==> config.mk <==
export PLATFORM = sky130hd
export DESIGN_NAME = connection_table_handshake_fsm_top
export DESIGN_NICKNAME = d
export VERILOG_FILES = /design/src/hw/rtl/ctab_pkg.sv /design/src/hw/rtl/connection_table_handshake_fsm_top.sv /design/src/hw/rtl/ctab_ctrl.sv /design/src/hw/rtl/ctab_dp.sv
export SDC_FILE = /design/constraint.sdc
export NUM_CORES = 1
export LEC_CHECK = 0
export BUFFER_PORTS_ARGS = -buffer_cell sky130_fd_sc_hd__buf_4
export CORE_MARGIN = 2
export CORE_UTILIZATION = 45
export CTS_BUF_LIST = sky130_fd_sc_hd__clkbuf_16
export CTS_CLUSTER_DIAMETER = 200
export DETAILED_ROUTE_END_ITERATION = 10
export GPL_TIMING_DRIVEN = 0
export PLACE_DENSITY = 0.67
export SLEW_MARGIN = 5
export SYNTH_ARGS = -nofsm -noshare
export SYNTH_HDL_FRONTEND = slang
export SYNTH_SLANG_ARGS = --single-unit
==> constraint.sdc <==
create_clock -name aclk -period 5.9 [get_ports aclk]
set_input_delay 0.295 -clock aclk [delete_from_list [all_inputs] [get_ports aclk]]
set_output_delay 0.295 -clock aclk [all_outputs]
set_load 0.05 [all_outputs]
==> src/hw/rtl/ctab_pkg.sv <==
// shared types, codes and sizes for the connection table block
`timescale 1ns / 1ps
`default_nettype none

package ctab_pkg;

    // table size and derived index width
    localparam int CONNECTIONS = 8;
    localparam int IDX_W       = (CONNECTIONS > 1) ? $clog2(CONNECTIONS) : 1;

    // field widths fixed by the interface
    localparam int PORT_W   = 16;
    localparam int ID_W     = 3;
    localparam int SEG_W    = 3;
    localparam int STATUS_W = 2;
    localparam int STATE_W  = 2;
    localparam int TICK_W   = 16;

    // timeout after reset
    localparam logic [TICK_W-1:0] FIN_TIMEOUT_RST = TICK_W'(100);

    // command codes carried on the input tuser
    typedef enum logic [2:0] {
        CMD_OPEN    = 3'd0,
        CMD_ACCEPT  = 3'd1,
        CMD_CLOSE   = 3'd2,
        CMD_SEGMENT = 3'd3,
        CMD_TICK    = 3'd4,
        CMD_QUERY   = 3'd5
    } cmd_t;

    // segment types
    localparam logic [SEG_W-1:0] SEG_SYN    = 3'd0;
    localparam logic [SEG_W-1:0] SEG_SYNACK = 3'd1;
    localparam logic [SEG_W-1:0] SEG_FIN    = 3'd2;
    localparam logic [SEG_W-1:0] SEG_FINACK = 3'd3;
    localparam logic [SEG_W-1:0] SEG_NONE   = 3'd0;

    // handshake state of one entry
    typedef enum logic [STATE_W-1:0] {
        CS_CLOSED    = 2'd0,
        CS_LISTENING = 2'd1,
        CS_CONNECTED = 2'd2,
        CS_CLOSEWAIT = 2'd3
    } conn_state_t;

    // result status codes
    localparam logic [STATUS_W-1:0] RS_OK      = 2'd0;
    localparam logic [STATUS_W-1:0] RS_REFUSED = 2'd1;
    localparam logic [STATUS_W-1:0] RS_DROPPED = 2'd2;

    // controller states
    typedef enum logic {
        CTL_IDLE = 1'b0,
        CTL_EXEC = 1'b1
    } ctl_state_t;

    // controller to datapath commands
    typedef struct packed {
        logic latch_in;
        logic exec;
    } ctab_cmd_t;

    // datapath to controller status
    typedef struct packed {
        logic out_stall;
    } ctab_sts_t;

    // one result item
    typedef struct packed {
        logic [STATUS_W-1:0] status;
        logic [ID_W-1:0]     entry_index;
        conn_state_t         conn_state;
        logic                send_valid;
        logic [SEG_W-1:0]    send_type;
        logic [PORT_W-1:0]   send_src_port;
        logic [PORT_W-1:0]   send_dest_port;
    } ctab_res_t;

    // entry index to the 3-bit result field
    function automatic logic [ID_W-1:0] idx_to_id(input logic [IDX_W-1:0] idx);
        logic [IDX_W+ID_W-1:0] ext;
        ext = {{ID_W{1'b0}}, idx};
        return ext[ID_W-1:0];
    endfunction

endpackage

`default_nettype wire

==> src/hw/rtl/connection_table_handshake_fsm_top.sv <==
// top level of the server connection table with handshake state machine
`timescale 1ns / 1ps
`default_nettype none

// Usage:
// Commands enter on the s_ stream (cmd on s_tuser, other fields on s_tdata);
// each accepted transfer produces exactly one result transfer on the m_
// stream (send_valid on m_tuser, other fields on m_tdata).
// The close-wait timeout is written through cfg_valid/cfg_data; cfg_ready is
// always high, and writes are meant to happen while the block is idle.
// Operation: a command is captured on its input transfer and executed in
// the controller's execute state, when the 8-entry port compare, entry update
// and result register load happen together; the result is then offered from
// the output register. A new command is accepted only after the previous one
// has executed, set by the capture/execute sequence of the controller.
// The next command is accepted while a result still waits in the output
// register; a stalled receiver holds that result and blocks execution of the
// following command until the transfer completes.
// Reset (aresetn low, synchronous) frees every entry, sets all entries closed
// with stopped timers, drops any pending result and loads a timeout of 100.

module connection_table_handshake_fsm_top (
    input  wire logic        aclk,
    input  wire logic        aresetn,
    // command input
    input  wire logic        s_tvalid,
    output logic             s_tready,
    // [2:0] socket_id, [18:3] port_number, [21:19] seg_type,
    // [37:22] seg_src_port, [53:38] seg_dest_port
    input  wire logic [55:0] s_tdata,
    // [2:0] cmd
    input  wire logic [2:0]  s_tuser,
    // result output
    output logic             m_tvalid,
    input  wire logic        m_tready,
    // [1:0] status, [4:2] entry_index, [6:5] conn_state, [9:7] send_type,
    // [25:10] send_src_port, [41:26] send_dest_port
    output logic [47:0]      m_tdata,
    // [0] send_valid
    output logic [0:0]       m_tuser,
    // timeout register write
    input  wire logic        cfg_valid,
    output logic             cfg_ready,
    input  wire logic [15:0] cfg_data
);
    import ctab_pkg::*;

    ctab_cmd_t ctl_cmd;
    ctab_sts_t dp_sts;
    ctab_res_t res;
    logic      res_valid;

    assign cfg_ready = 1'b1;

    // controller
    ctab_ctrl u_ctrl (
        .aclk     (aclk),
        .aresetn  (aresetn),
        .s_tvalid (s_tvalid),
        .s_tready (s_tready),
        .sts      (dp_sts),
        .cmd      (ctl_cmd)
    );

    // datapath
    ctab_dp u_dp (
        .aclk             (aclk),
        .aresetn          (aresetn),
        .cmd              (ctl_cmd),
        .sts              (dp_sts),
        .in_cmd           (s_tuser),
        .in_socket_id     (s_tdata[2:0]),
        .in_port_number   (s_tdata[18:3]),
        .in_seg_type      (s_tdata[21:19]),
        .in_seg_src_port  (s_tdata[37:22]),
        .in_seg_dest_port (s_tdata[53:38]),
        .cfg_we           (cfg_valid),
        .cfg_data         (cfg_data),
        .m_tready         (m_tready),
        .m_valid          (res_valid),
        .m_res            (res)
    );

    // result packing
    assign m_tvalid = res_valid;
    assign m_tdata  = {6'b0, res.send_dest_port, res.send_src_port, res.send_type,
                       res.conn_state, res.entry_index, res.status};
    assign m_tuser  = res.send_valid;

endmodule

`default_nettype wire

==> src/hw/rtl/ctab_ctrl.sv <==
// controller state machine: sequences input capture and execution
`timescale 1ns / 1ps
`default_nettype none

module ctab_ctrl (
    input  wire logic               aclk,
    input  wire logic               aresetn,
    input  wire logic               s_tvalid,
    output logic                    s_tready,
    input  wire ctab_pkg::ctab_sts_t sts,
    output ctab_pkg::ctab_cmd_t     cmd
);
    import ctab_pkg::*;

    ctl_state_t state_reg, state_next;

    // state register
    always_ff @(posedge aclk) begin
        if (!aresetn) begin
            state_reg <= CTL_IDLE;
        end else begin
            state_reg <= state_next;
        end
    end

    // next state and commands
    always_comb begin
        state_next   = state_reg;
        s_tready     = 1'b0;
        cmd.latch_in = 1'b0;
        cmd.exec     = 1'b0;
        unique case (state_reg)
            CTL_IDLE: begin
                s_tready = 1'b1;
                if (s_tvalid) begin
                    cmd.latch_in = 1'b1;
                    state_next   = CTL_EXEC;
                end
            end
            CTL_EXEC: begin
                // wait while the output register still holds an untaken result
                if (!sts.out_stall) begin
                    cmd.exec   = 1'b1;
                    state_next = CTL_IDLE;
                end
            end
            default: begin
                state_next = CTL_IDLE;
            end
        endcase
    end

endmodule

`default_nettype wire

==> src/hw/rtl/ctab_dp.sv <==
// datapath: connection table, port lookup, entry update and result register
`timescale 1ns / 1ps
`default_nettype none

module ctab_dp (
    input  wire logic                            aclk,
    input  wire logic                            aresetn,
    input  wire ctab_pkg::ctab_cmd_t             cmd,
    output ctab_pkg::ctab_sts_t                  sts,
    input  wire logic [2:0]                      in_cmd,
    input  wire logic [ctab_pkg::ID_W-1:0]       in_socket_id,
    input  wire logic [ctab_pkg::PORT_W-1:0]     in_port_number,
    input  wire logic [ctab_pkg::SEG_W-1:0]      in_seg_type,
    input  wire logic [ctab_pkg::PORT_W-1:0]     in_seg_src_port,
    input  wire logic [ctab_pkg::PORT_W-1:0]     in_seg_dest_port,
    input  wire logic                            cfg_we,
    input  wire logic [ctab_pkg::TICK_W-1:0]     cfg_data,
    input  wire logic                            m_tready,
    output logic                                 m_valid,
    output ctab_pkg::ctab_res_t                  m_res
);
    import ctab_pkg::*;

    // captured input item
    cmd_t              cmd_reg;
    logic [ID_W-1:0]   sid_reg;
    logic [PORT_W-1:0] port_reg;
    logic [SEG_W-1:0]  stype_reg;
    logic [PORT_W-1:0] src_reg;
    logic [PORT_W-1:0] dst_reg;

    // configuration
    logic [TICK_W-1:0] fin_timeout_reg;

    // table
    logic              used_reg  [CONNECTIONS];
    conn_state_t       fsm_reg   [CONNECTIONS];
    logic [TICK_W-1:0] cnt_reg   [CONNECTIONS];
    logic [PORT_W-1:0] lport_reg [CONNECTIONS];
    logic [PORT_W-1:0] cport_reg [CONNECTIONS];

    logic              used_next [CONNECTIONS];
    conn_state_t       fsm_next  [CONNECTIONS];
    logic [TICK_W-1:0] cnt_next  [CONNECTIONS];

    // result register
    logic      m_valid_reg;
    ctab_res_t res_reg, res_next;

    // lookup
    logic [PORT_W-1:0]   cmp_port;
    logic [CONNECTIONS-1:0] match_vec;
    logic [CONNECTIONS-1:0] free_vec;
    logic                hit_any;
    logic                free_any;
    logic [IDX_W-1:0]    hit_idx;
    logic [IDX_W-1:0]    free_idx;
    logic [IDX_W+ID_W-1:0] sid_ext;
    logic                sid_in_range;
    logic [IDX_W-1:0]    sid_idx;
    logic [IDX_W-1:0]    rd_idx;
    logic                rd_used;
    conn_state_t         rd_fsm;
    logic [PORT_W-1:0]   rd_lport;
    logic [PORT_W-1:0]   rd_cport;
    logic [TICK_W-1:0]   timeout_val;

    // single-entry update controls
    logic              wr_en;
    logic [IDX_W-1:0]  wr_idx;
    logic              wr_used;
    conn_state_t       wr_fsm;
    logic              wr_cnt_en;
    logic [TICK_W-1:0] wr_cnt;
    logic              wr_lport_en;
    logic              wr_cport_en;
    logic              do_tick;

    logic [CONNECTIONS-1:0] cw_zero;

    // input capture
    always_ff @(posedge aclk) begin
        if (cmd.latch_in) begin
            cmd_reg   <= cmd_t'(in_cmd);
            sid_reg   <= in_socket_id;
            port_reg  <= in_port_number;
            stype_reg <= in_seg_type;
            src_reg   <= in_seg_src_port;
            dst_reg   <= in_seg_dest_port;
        end
    end

    // timeout register
    always_ff @(posedge aclk) begin
        if (!aresetn) begin
            fin_timeout_reg <= FIN_TIMEOUT_RST;
        end else if (cfg_we) begin
            fin_timeout_reg <= cfg_data;
        end
    end

    assign timeout_val = (fin_timeout_reg == '0) ? TICK_W'(1) : fin_timeout_reg;

    // parallel port compare over all entries
    assign cmp_port = (cmd_reg == CMD_OPEN) ? port_reg : dst_reg;

    always_comb begin
        for (int i = 0; i < CONNECTIONS; i++) begin
            match_vec[i] = used_reg[i] && (lport_reg[i] == cmp_port);
            free_vec[i]  = !used_reg[i];
        end
    end

    // lowest matching and lowest free entry
    always_comb begin
        hit_idx  = '0;
        free_idx = '0;
        for (int i = CONNECTIONS - 1; i >= 0; i--) begin
            if (match_vec[i]) begin
                hit_idx = IDX_W'(i);
            end
            if (free_vec[i]) begin
                free_idx = IDX_W'(i);
            end
        end
    end

    assign hit_any  = |match_vec;
    assign free_any = |free_vec;

    // addressed entry
    assign sid_ext      = {{IDX_W{1'b0}}, sid_reg};
    assign sid_in_range = (sid_ext < CONNECTIONS);
    assign sid_idx      = sid_ext[IDX_W-1:0];
    assign rd_idx       = (cmd_reg == CMD_SEGMENT) ? hit_idx : sid_idx;
    assign rd_used      = used_reg[rd_idx];
    assign rd_fsm       = fsm_reg[rd_idx];
    assign rd_lport     = lport_reg[rd_idx];
    assign rd_cport     = cport_reg[rd_idx];

    // command decode: result and entry update
    always_comb begin
        res_next                = '0;
        res_next.conn_state     = CS_CLOSED;
        wr_en       = 1'b0;
        wr_idx      = rd_idx;
        wr_used     = rd_used;
        wr_fsm      = rd_fsm;
        wr_cnt_en   = 1'b0;
        wr_cnt      = '0;
        wr_lport_en = 1'b0;
        wr_cport_en = 1'b0;
        do_tick     = 1'b0;
        unique case (cmd_reg) inside
            CMD_OPEN: begin
                res_next.status = RS_REFUSED;
                if (!hit_any && free_any) begin
                    res_next.status      = RS_OK;
                    res_next.entry_index = idx_to_id(free_idx);
                    wr_en       = 1'b1;
                    wr_idx      = free_idx;
                    wr_used     = 1'b1;
                    wr_fsm      = CS_CLOSED;
                    wr_cnt_en   = 1'b1;
                    wr_lport_en = 1'b1;
                end
            end
            CMD_ACCEPT, CMD_CLOSE, CMD_QUERY: begin
                if (!(sid_in_range && rd_used)) begin
                    res_next.status = RS_REFUSED;
                end else if (cmd_reg == CMD_QUERY) begin
                    res_next.conn_state = rd_fsm;
                end else if (rd_fsm != CS_CLOSED) begin
                    res_next.status     = RS_REFUSED;
                    res_next.conn_state = rd_fsm;
                end else if (cmd_reg == CMD_ACCEPT) begin
                    res_next.conn_state = CS_LISTENING;
                    wr_en  = 1'b1;
                    wr_fsm = CS_LISTENING;
                end else begin
                    wr_en     = 1'b1;
                    wr_used   = 1'b0;
                    wr_fsm    = CS_CLOSED;
                    wr_cnt_en = 1'b1;
                end
            end
            CMD_SEGMENT: begin
                res_next.status = RS_DROPPED;
                if (hit_any) begin
                    res_next.entry_index = idx_to_id(hit_idx);
                    res_next.conn_state  = rd_fsm;
                    if (stype_reg == SEG_SYN &&
                        (rd_fsm == CS_LISTENING || rd_fsm == CS_CONNECTED)) begin
                        // client port is taken only on the first syn
                        wr_en       = 1'b1;
                        wr_fsm      = CS_CONNECTED;
                        wr_cport_en = (rd_fsm == CS_LISTENING);
                        res_next.status         = RS_OK;
                        res_next.conn_state     = CS_CONNECTED;
                        res_next.send_valid     = 1'b1;
                        res_next.send_type      = SEG_SYNACK;
                        res_next.send_src_port  = rd_lport;
                        res_next.send_dest_port = (rd_fsm == CS_LISTENING) ? src_reg
                                                                           : rd_cport;
                    end else if (stype_reg == SEG_FIN &&
                        (rd_fsm == CS_CONNECTED || rd_fsm == CS_CLOSEWAIT)) begin
                        // fin restarts the close-wait timer
                        wr_en     = 1'b1;
                        wr_fsm    = CS_CLOSEWAIT;
                        wr_cnt_en = 1'b1;
                        wr_cnt    = timeout_val;
                        res_next.status         = RS_OK;
                        res_next.conn_state     = CS_CLOSEWAIT;
                        res_next.send_valid     = 1'b1;
                        res_next.send_type      = SEG_FINACK;
                        res_next.send_src_port  = rd_lport;
                        res_next.send_dest_port = rd_cport;
                    end
                end
            end
            CMD_TICK: begin
                do_tick = 1'b1;
            end
            default: begin
                res_next.status = RS_REFUSED;
            end
        endcase
    end

    // next table state: one addressed write or a countdown in every lane
    always_comb begin
        for (int i = 0; i < CONNECTIONS; i++) begin
            used_next[i] = used_reg[i];
            fsm_next[i]  = fsm_reg[i];
            cnt_next[i]  = cnt_reg[i];
            if (cmd.exec) begin
                if (do_tick) begin
                    if (used_reg[i] && cnt_reg[i] != '0) begin
                        cnt_next[i] = cnt_reg[i] - TICK_W'(1);
                        if (cnt_reg[i] == TICK_W'(1) && fsm_reg[i] == CS_CLOSEWAIT) begin
                            fsm_next[i] = CS_CLOSED;
                        end
                    end
                end else if (wr_en && wr_idx == IDX_W'(i)) begin
                    used_next[i] = wr_used;
                    fsm_next[i]  = wr_fsm;
                    if (wr_cnt_en) begin
                        cnt_next[i] = wr_cnt;
                    end
                end
            end
        end
    end

    // table control state
    always_ff @(posedge aclk) begin
        if (!aresetn) begin
            for (int i = 0; i < CONNECTIONS; i++) begin
                used_reg[i] <= 1'b0;
                fsm_reg[i]  <= CS_CLOSED;
                cnt_reg[i]  <= '0;
            end
        end else begin
            for (int i = 0; i < CONNECTIONS; i++) begin
                used_reg[i] <= used_next[i];
                fsm_reg[i]  <= fsm_next[i];
                cnt_reg[i]  <= cnt_next[i];
            end
        end
    end

    // port storage, written only on open and first syn
    always_ff @(posedge aclk) begin
        if (cmd.exec && wr_lport_en) begin
            lport_reg[wr_idx] <= port_reg;
        end
        if (cmd.exec && wr_cport_en) begin
            cport_reg[wr_idx] <= src_reg;
        end
    end

    // result register and its valid flag
    always_ff @(posedge aclk) begin
        if (!aresetn) begin
            m_valid_reg <= 1'b0;
        end else if (cmd.exec) begin
            m_valid_reg <= 1'b1;
        end else if (m_tready) begin
            m_valid_reg <= 1'b0;
        end
    end

    always_ff @(posedge aclk) begin
        if (cmd.exec) begin
            res_reg <= res_next;
        end
    end

    assign m_valid       = m_valid_reg;
    assign m_res         = res_reg;
    assign sts.out_stall = m_valid_reg && !m_tready;

    // close-wait entries always have a running timer
    always_comb begin
        for (int i = 0; i < CONNECTIONS; i++) begin
            cw_zero[i] = (fsm_reg[i] == CS_CLOSEWAIT) && (cnt_reg[i] == '0);
        end
    end

    a_cw_timer: assert property (@(posedge aclk) disable iff (!aresetn)
        cw_zero == '0)
        else $error("close-wait entry with expired timer");

    a_no_overwrite: assert property (@(posedge aclk) disable iff (!aresetn)
        cmd.exec |-> !(m_valid_reg && !m_tready))
        else $error("result register overwritten before transfer");

    a_reply_ok: assert property (@(posedge aclk) disable iff (!aresetn)
        m_valid_reg && res_reg.send_valid |-> res_reg.status == RS_OK)
        else $error("reply segment with failing status");

    a_tick_quiet: assert property (@(posedge aclk) disable iff (!aresetn)
        cmd.exec && cmd_reg == CMD_TICK |=> res_reg == '0)
        else $error("tick result not all zero");

endmodule

`default_nettype wire
Yosys cells after proc, flatten, opt, wreduce, memory -nomap -nowiden --
Memory sizes are Yosys's and may differ from the RTL's. Index checks and enable logic that the tools add are counted.
Storage, ports and cells: register bits after elaboration 118, RAM bits 408, output and inout bits 52, logic and storage cells 385, memories 5
Memory list:
- u_dp.cnt_reg | words 8, width 16, rd ports 8, clocked after Yosys merged registers in 0, write ports 8, line ctab_dp.sv:38 | logic [TICK_W-1:0] cnt_reg [CONNECTIONS];
- u_dp.cport_reg | words 8, width 16, rd ports 1, clocked after Yosys merged registers in 0, write ports 1, line ctab_dp.sv:40 | logic [PORT_W-1:0] cport_reg [CONNECTIONS];
- u_dp.lport_reg | words 8, width 16, rd ports 9, clocked after Yosys merged registers in 0, write ports 1, line ctab_dp.sv:39 | logic [PORT_W-1:0] lport_reg [CONNECTIONS];
- u_dp.fsm_reg | words 8, width 2, rd ports 9, clocked after Yosys merged registers in 0, write ports 8, line ctab_dp.sv:37 | conn_state_t fsm_reg [CONNECTIONS];
- u_dp.used_reg | words 8, width 1, rd ports 9, clocked after Yosys merged registers in 0, write ports 8, line ctab_dp.sv:36 | logic used_reg [CONNECTIONS];
Operators by class: add/subtract/negate cells 8, magnitude comparators 1, equal/unequal tests 40, muxes and demuxes 217, bitwise gates (word level) 27, reductions and logical operators 70
Operator list (number):
- $mux W16 | 55
- $eq A16 B1 Y1 const B | 8
- $eq A16 B16 Y1 | 8
- $reduce_bool A16 Y1 | 8
- $sub A16 B1 Y16 const B | 8
- $mux W2 | 60
- $mux W38 | 2
- $mux W1 | 71
- $mux W3 | 19
- $mux W43 | 1
- $logic_and A1 B1 Y1 | 39
- $or A1 B1 Y1 | 24
- $eq A2 B2 Y1 const B | 10
- $eq A3 B3 Y1 const B | 6
- $logic_not A16 Y1 | 1
- $reduce_or A8 Y1 | 2
- $eq A3 B2 Y1 const B | 5
- $logic_not A1 Y1 | 10
- $logic_not A3 Y1 | 3
- $pmux W2 S4 | 1
- $eq A3 B1 Y1 const B | 2
- $pmux W1 S3 | 2
- $pmux W2 S3 | 1
- $pmux W3 S2 | 1
- other kinds (10) | 16

Logic depth before layout (Yosys ltp) --
An unclocked memory read counts as a cell.
word-level depth 26, gate-level depth with buffers 30, gate-level depth less buffers 21

Cells and area by module --
Synthesis repeated with hierarchy kept, for this count alone.
Unflattened totals: cells, all modules 3011, area, all modules 29081.6 um^2
Modules (own cells, without submodules):
- ctab_dp | times used 1, cells an instance 2996, area an instance 28974.0 um^2, seq. area each 14063.5 um^2
- connection_table_handshake_fsm_top | times used 1, cells an instance 9, area an instance 60.1 um^2, seq. area each 0.0 um^2
- ctab_ctrl | times used 1, cells an instance 6, area an instance 47.5 um^2, seq. area each 20.0 um^2

Least setup slack after synthesis --
No wires, ideal clock.
kind reg2reg, start register u_dp.cmd_reg[2], end memory u_dp.cnt_reg[5][14] (netlist: u_dp.cnt_reg[0][94]), library setup time 122 ps, data arrival time 6122 ps, data required time 5778 ps, path slack -344 ps, stages on the path, launching flop included 28, path buffers 6, cell sequence edfxtp_1 -> buf_2 -> nor3_4 -> buf_2 -> buf_2 -> buf_2 -> o2111ai_1 -> a21o_1 -> a211oi_1 -> and4bb_2 -> a311oi_1 -> o31ai_1 -> buf_2 -> mux2_2 -> nor2_1 -> a21oi_1 -> a21oi_1 -> inv_1 -> ha_1 -> nor2_1 -> a2111oi_0 -> nand2_1 -> nand2_1 -> nor2_1 -> a221o_2 -> buf_2 -> o211ai_1 -> o21ai_1
RTL lines:
- from (decl) | line ctab_dp.sv:25 | cmd_t cmd_reg;
- from (signal assigned) | line ctab_dp.sv:84 | cmd_reg <= cmd_t'(in_cmd);
- to (decl) | line ctab_dp.sv:38

==> impl_metrics.csv <==
group,metric,value,unit
status,status,"complete, but fails checks",
status,violations,"setup timing",
placement,place_congestion,1.06,
timing,fin_crit,6580,ps
grt,grt_max_degree,36,
yosys,synth_edf_count,359,
timing,fin_skew,36.5,ps
layout,multi_input_area,14800,um^2
floorplanning,die_h,254,um
timing,slew_headroom,17.1,%
setup_path,crit_required,6470,ps
power,ir_drop,203,uV
clock_tree,worstSkewPairLatency,670,ps
timing,setup_violations,323,
layout,final_common_cell,"edfxtp_1",
drt,detail-route-antenna-nets,0,
clock_tree,cts.sinks,524,
yosys,synth.top_cell.area_share,38.5,%
power,p_total,8.98,mW
floorplanning,start_util,45.5,%
setup_path,crit_fanout,8,
grt,grt_pass1_vias,25900,
floorplanning,core_area,61600,um^2
drt,totalWireLength,125000,um
placement,portBuffers,119,
timing,maxSlewViolCount,0,
layout,final-seq-area,14100,um^2
floorplanning,die-area,64300,um^2
drt,drtIter0Drc,4405,
layout,fin_nets,3353,
clock_tree,tritoncts,"done",
layout,drive_gt1_share,27.9,%
clock_tree,cts_root_buf,"clkbuf_16",
setup_path,max_stage_delay,640,ps
floorplanning,ios,132,
clock_tree,clk_pin_slew,60,ps
grt,grt_usage,37.5,%
floorplanning,std_cell_rows,91,
setup_path,critPathLaunch,"u_dp.port_reg[11]",
setup_path,critPathTopFamily,"compound AO/OA/AOI/OAI gates",
hold_path,hp-start,"cfg_valid",
timing,layout_setup_ws,-680,ps
grt,grt_pass1_wl,175000,um
yosys,async_flop_share,0,%
timing,fin_crit_sh,112,%
grt,grt_overflow_total,0,
clock_tree,cts.path.max_buffers,3,
setup_path,slowest_stage,"or4_1",
timing,grt_setup_unrepaired,"true",
layout,syn2layout_area_growth,32.7,%
floorplanning,die_w,254,um
timing,holdWs,123,ps
yosys,yosys_most_used_dff,"edfxtp_1",
setup_path,cp.buffers_inverters,10,
drt,drc,0,
drt,via_per_inst,6.66,
drt,wire_per_inst,30.1,um
yosys,synth_area,28000,um^2
yosys,ys_seq_elements,524,
setup_path,endpoint_kind,"register",
yosys,yosysWarningCount,0,
timing,hold_viol,0,
power,p_leak,13.4,nW
setup_path,critPathMostFrequentCell,"buf_6",
power,power_density,241,nW/um^2
drt,first_pass_iters,7,
clock_tree,cts-buffers-inserted,55,
grt,antenna_found_initial,2,
setup_path,crit_path_start_kind,"register",
yosys,yosys.area.top_type,"edfxtp_1",
drt,num_vias,27600,
setup_path,path_class,"reg -> reg",
yosys,synth.area.top_cells,"edfxtp_1 38%, dfxtp_1 12%, nor2_1 3.6%",
layout,final_area,37200,um^2
placement,place_area,30300,um^2
placement,dp_hpwl,86100,um
clock_tree,htreeDepth,2,
setup_path,reg2reg_from,"u_dp.port_reg[11]",
yosys,avgSynthCellArea,10.0,um^2
setup_path,critPathArrivalTime,7150,ps
yosys,ys_types,110,
timing,tightest_slew,1240,ps
layout,final_cell_mix,"359 x edfxtp_1, 260 x buf_4, 227 x nor2_1",
hold_path,worst_hold_path_type,"in -> reg",
flow_run,cap_violations,0,
layout,fin_util,60.4,%
layout,fill_cells,5020,
yosys,seq_area_frac_synth,50.2,%
timing,max_freq,152,MHz
yosys,syn_inst,2795,
==> through the flow <==
step	setup WS (ps)	setup TNS [ps]	instances
final	-680	-91870	4138
after global routing	-761	-116360	4136
after CTS	-397	-59280	4088
after detailed placement	-3080	-908380	3772
after global placement	-3250	-1069430	3757
after floorplan	3.74	0	2801
==> repair_timing <==
item                                   in CTS  in global routing
endpoints found under the hold margin      75                  0
gates resized for setup                   474                225
pin swaps                                 134                 89
setup buffers                             129                 50
hold buffers                               75                  0
setup endpoints to repair                 451                352
gates cloned                               14                  3
==> metal layers <==
layer | wire, um | vias up | track usage, % | share of wire (%)
met5 | 0 | - | 0 | 0
met3 | 17800 | 464 | 11.7 | 14
met4 | 6740 | 0 | 17.5 | 5.4
li1 | - | 11500 | - | -
met1 | 48900 | 13400 | 51.6 | 39
met2 | 51100 | 2172 | 53.7 | 41
==> cells by family (layout without fill, tap and decap cells) <==
family          Yosys count  in the layout  synth area share [%]
simple gates            889            890                  15.7
other cells               2             10                0.0268
flops                   524            524                  50.2
xor+xnor                 88             88                  2.75
buf+inv                 275            772                  4.33
mux                     160            160                  6.06
fa+ha+maj                20             20                 0.893
compound gates          837            837                  20.0
==> area by class of cell <==
type	count	share of cell area [%]
multi-input combinational	2003	39.8
sequential	524	37.9
timing repair buffer	400	10.1
clock buffer	56	3.77
buffer	173	3.45
tap	837	2.82
clock inverter	47	1.25
inverter	96	0.972
antenna	2	0.0135
==> worst min-delay path, delay by kind of cell <==
family                 cells  cell delay (ps)
buffers and inverters      1              210
multiplexers               1              170
AND/OR/NAND/NOR            1               70
==> path summary, 6_finish.rpt <==
path / to / slack [ps] / depth (start not counted)
hold reg to reg: u_dp.cnt_reg[0][44] / 460 / 2
setup reg to reg: u_dp.fsm_reg[6][0] / -680 / 28
setup / recovery: u_dp.fsm_reg[6][0] / -680 / 28
hold / removal: u_dp.fin_timeout_reg[0] / 120 / 3
==> synthesized netlist by cell type, types with 47 or more instances <==
cell      number
a21oi_1      189
a211oi_1      64
buf_2         47
inv_1         94
mux2i_1       92
edfxtp_1     359
nor3_1        76
nand3_1       67
nand2_1      201
clkbuf_1     103
xnor2_1       51
nor2_1       271
o21ai_0      184
mux2_2        64
dfxtp_1      165
o211ai_1      60
==> report_power, final <==
group	leakage (nW)	total [mW]	switching [mW]	internal, mW
sequential	4.66	4.08	0.0917	3.98
combinational	7.80	1.24	0.803	0.442
clock	0.953	3.66	1.57	2.08
total	13.4	8.98	2.47	6.51
Power figures use the tool's default switching activity.
